==> config.mk <==
export PLATFORM = sky130hd
export DESIGN_NAME = lkvt_cell
export DESIGN_NICKNAME = d
export VERILOG_FILES = /design/src/lkvt_pkg.sv /design/src/lkvt_cell.sv
export SDC_FILE = /design/constraint.sdc
export NUM_CORES = 1
export LEC_CHECK = 0
export BUFFER_PORTS_ARGS = -buffer_cell sky130_fd_sc_hd__buf_2
export CAP_MARGIN = 20
export CORE_AREA = 2 2 150 152
export DETAILED_ROUTE_END_ITERATION = 7
export DIE_AREA = 0 0 152 154
export MAX_ROUTING_LAYER = met4
export PLACE_DENSITY = 0.53
export SETUP_SLACK_MARGIN = 0.02
export SLEW_MARGIN = 0
export SYNTH_ARGS = -nofsm -noshare
export SYNTH_HDL_FRONTEND = slang
export SYNTH_SLANG_ARGS = --single-unit
export TNS_END_PERCENT = 50
==> constraint.sdc <==
create_clock -name clk -period 5.8 [get_ports clk]
set_input_delay 0.29 -clock clk [delete_from_list [all_inputs] [get_ports clk]]
set_output_delay 0.29 -clock clk [all_outputs]
set_load 0.02 [all_outputs]
==> src/lkvt_pkg.sv <==
// Package for the linear key/value table unit: sizes, command and status codes,
// and the per-cell control word. No dependencies.
package lkvt_pkg;

	localparam int DEPTH     = 128;
	localparam int WORD_BITS = 64;
	localparam int FIELD_W   = 64;
	localparam int ENTRY_W   = 8;
	localparam int CNT_W     = $clog2(DEPTH + 1);
	localparam int GRP       = 16;
	localparam int NGRP      = (DEPTH + GRP - 1) / GRP;
	localparam int PFX_STEPS = (DEPTH > 1) ? $clog2(DEPTH) : 1;

	typedef enum logic [1:0] {
		OP_PUT    = 2'd0,
		OP_GET    = 2'd1,
		OP_DELETE = 2'd2,
		OP_CLEAR  = 2'd3
	} op_t;

	typedef enum logic [1:0] {
		ST_OK        = 2'd0,
		ST_FULL      = 2'd1,
		ST_NOT_FOUND = 2'd2
	} status_t;

	typedef struct packed {
		logic cmp;
		logic put;
		logic shift;
	} cell_ctrl_t;

endpackage

==> src/lkvt_cell.sv <==
// One table cell: holds a key and a value, loads both from the command on a put, compares
// its key with the command key, and loads from its upper neighbor on a delete. Depends on lkvt_pkg.
module lkvt_cell (
	input  logic                           clk,
	input  lkvt_pkg::cell_ctrl_t           ctrl,
	input  logic                           valid,
	input  logic [lkvt_pkg::WORD_BITS-1:0] cmd_key,
	input  logic [lkvt_pkg::WORD_BITS-1:0] cmd_value,
	input  logic [lkvt_pkg::WORD_BITS-1:0] nb_key,
	input  logic [lkvt_pkg::WORD_BITS-1:0] nb_value,
	output logic [lkvt_pkg::WORD_BITS-1:0] key_q,
	output logic [lkvt_pkg::WORD_BITS-1:0] value_q,
	output logic                           hit_q
);

	always_ff @(posedge clk) begin
		if (ctrl.put) begin
			key_q   <= cmd_key;
			value_q <= cmd_value;
		end else if (ctrl.shift) begin
			key_q   <= nb_key;
			value_q <= nb_value;
		end
		if (ctrl.cmp) begin
			hit_q <= valid && (key_q == cmd_key);
		end
	end

endmodule

==> impl_results.md <==
- Clock latency on the worst-skew pair: 0.41 ns
- Highest routed layer: met4
- Proportion of layout cells with a drive suffix above 1: 0.703
- DIE AREA: 0.0234 mm2
- Vias in the first global route: 4943
- Setup ws final: 3.25 ns
- Drt initial violations: 171
- Detailed Route WL: 18.8 mm
- Minimum setup slack among reg-to-reg paths: 3.97 ns
- Number of violations of the max-capacitance limit: 0
- Vias: 4705
- Xor-xnor portion of the synthesized cell area: 0.0670
- Pre-Repair DR Iteration Count: 4
- Pin count of the biggest net entering global routing: 70
- Crit path capture type: flip-flop
- Number of I/O pins: 390
- Area share of fa/ha/maj cells after synthesis: 0
- Data arrival at the endpoint of the critical path: 2.58 ns
- Warnings, synthesis: 0
- Cell count after synthesis: 378
- Synthesized area per cell: 16.3 um2
- Clock slew seen by the registers of the worst setup and hold paths: 0.06 ns
- Global route overflow: 0
- Antenna-violating nets left: 0
- Sequential element share of the synthesized area: 0.630
- Clock tree from TritonCTS: done
- Logic pwr share: 0.190
- Antenna violations before repair: 0
- Startpoint types: input port
- Number of buffer cells added on primary ports: 389
- Post-route total power: 2.77 mW
- Count of inserted antenna diode cells: 0
- # Post-CTS Setup Buffers: 0
- Sinks on Clock Net: 129
- Max Transition Viols Final: 0
- Drt via density: 4.41
- H-Tree Level Count: 4
- Number of endpoints failing setup at the final stage: 0
- Leakage power of the design: 3.90 nW
- Die W: 152 um
- Row Count: 54
- Switching fraction of total power: 0.284
- Quantity of gates resized following cts: 0
- Peak supply drop: 0.169 mV
- Metal-1 WL: 7.69 mm
- Net switching power figure: 0.789 mW
- Worst slack at placement: 2.71 ns
- Finished Cell Area: 0.00898 mm2
- Total length of routed met3 wires: 1.18 mm
- Final Critical Period: 2.55 ns
- Status: complete, no violations
- Area overhead of the layout relative to synthesis: 46.1%
- Routed wire per std cell: 17.6 um
- Setup clock skew after layout: 0.00648 ns
- Max Fanout on Critical Path: 69
- Post-Synth Simple-Gate Area: 0.0295
- Clk buf depth: 2
- Amount of wire on met2 after detailed routing: 9.73 mm
- Nets: 1036
- Tightest Pin Transition: 0.915 ns
- Overall routing resource usage: 0.161
- Area fraction in compound gates after synthesis: 0.0181
- Clock network power share: 0.380
- Setup repair after global routing missed its margin: false
- Mux contribution to synthesized area: 0.234
- Power per standard cell area: 309 mW/mm2
- Syn Nets: 639
- Total Negative Setup Slacks: 0 ns
- Syn Std Cell Area: 0.00615 mm2
- Number of storage elements in the synthesis netlist: 129
- Overall die height: 154 um
- CTS hold repair buffers: 0
- Worst min-delay path category: input port to flip-flop
- Global-route wire length before repair: 27.9 mm
- Flop pwr share: 0.430
- # DRC: 0
- Buffer cell driving the clock tree root: clkbuf_16
- Setup CP Type: input port to flip-flop
- Final weighted congestion of routability-driven global placement: 0.777
- Core Box Area: 0.0217 mm2
- Ratio of final minimum period to clock period: 0.439
- Endpoints failing hold: 0
- Initial Utilization: 0.283
- Int Power: 1.99 mW
- Headroom to the max-slew limit: 0.390
- Post-place instance area: 0.00840 mm2
- TritonCTS buffer count: 17
- Post-DP HPWL: 14.7 mm
- Worst endpoint required time: 5.83 ns
- Largest family of logic cells by synthesized area: multiplexers
- Maximum frequency from static timing analysis: 0.393 GHz
- Unique cell type count in the Yosys netlist: 22
-- state kept, by name, indices dropped and copies added (netlist names) --
register	flops
hit_q	1
key_q	64
value_q	64
-- cells by family after synthesis --
logic type,count (synthesis)
mux,128
compound gates,15
flops,129
xor+xnor,47
simple gates,29
buf+inv,30
-- power groups by stage --
stage	clock, mW	sequential, mW	combinational (mW)
6_report	1.05	1.19	0.527
2_1_floorplan	0	1.35	0.160
4_1_cts	1.09	1.19	0.537
3_5_place_dp	0	1.21	0.535
5_1_grt	1.13	1.21	0.566
3_3_place_gp	0	1.21	0.536
-- synth_stat cells --
cell	number	share of area
a222oi_1	1	0.0016
o22ai_1	6	0.0061
o2bb2ai_1	1	0.0014
nor3_1	4	0.0033
xor2_1	10	0.014
nand4_1	11	0.011
a22oi_1	2	0.0024
a221oi_1	2	0.0028
nand2b_1	6	0.0061
xnor2_1	37	0.053
mux2_2	128	0.23
buf_2	13	0.011
nor4b_2	1	0.0024
o2111ai_1	2	0.0028
nor4_1	4	0.0041
clkbuf_1	1	0.00061
nand2_1	1	0.00061
nand3_1	1	0.00081
edfxtp_1	129	0.63
o21ai_0	1	0.00081
inv_1	16	0.0098
or2_2	1	0.0010
-- worst paths after layout --
kind,start,to,depth (start not counted)
worst min register to register,key_q[49],hit_q,3
worst max register to register,key_q[57],hit_q,5
worst min-delay path,ctrl[2],hit_q,1
worst max-delay path,ctrl[1],key_q[50],3
-- placed cells by master, fill, tap and decap left out, types with 2 or more instances in the layout --
cell type / netlist / routed
buf_2: 13 / 388
edfxtp_1: 129 / 129
mux2_2: 128 / 128
xnor2_1: 37 / 37
clkbuf_16: 0 / 17
inv_1: 16 / 16
nand4_1: 11 / 11
xor2_1: 10 / 10
nand2b_1: 6 / 6
o22ai_1: 6 / 6
inv_6: 0 / 5
nor4_1: 4 / 4
nor3_1: 4 / 4
buf_4: 0 / 4
inv_8: 0 / 3
o2111ai_1: 2 / 2
a221oi_1: 2 / 2
a22oi_1: 2 / 2
clkinvlp_4: 0 / 2
clkinv_4: 0 / 2
clkinv_2: 0 / 2
-- worst max-delay path: stages --
cell	delay, ns
buf_4	0.67
or2_4	0.78
buf_4	0.72
-- stage by stage --
step,cells,util,hold WS (ns)
after global placement,1036,0.388,0.491
after detailed placement,1036,0.388,0.491
after CTS,1068,0.414,0.0530
after global routing,1068,0.414,0.0561
after floorplan,378,-,0.402
final,1068,0.414,0.0779
-- final cells by class --
cell class	count	area (um2)
fillers	2132	12700
clock buffers	17	425
well taps	280	350
repair buffers	392	1970
clock inverters	15	150
inverters	16	60.1
flip-flops and latches	129	3870
multi-input cells	219	2150
-- routing by layer --
| layer | global-route usage | up-vias |
|---|---|---|
| li1 | - | 2247 |
| met1 | 0.187 | 2225 |
| met2 | 0.273 | 225 |
| met3 | 0.0465 | 8 |
| met4 | 0.0454 | 0 |
| met5 | - | - |
Power figures use the tool's default switching activity.
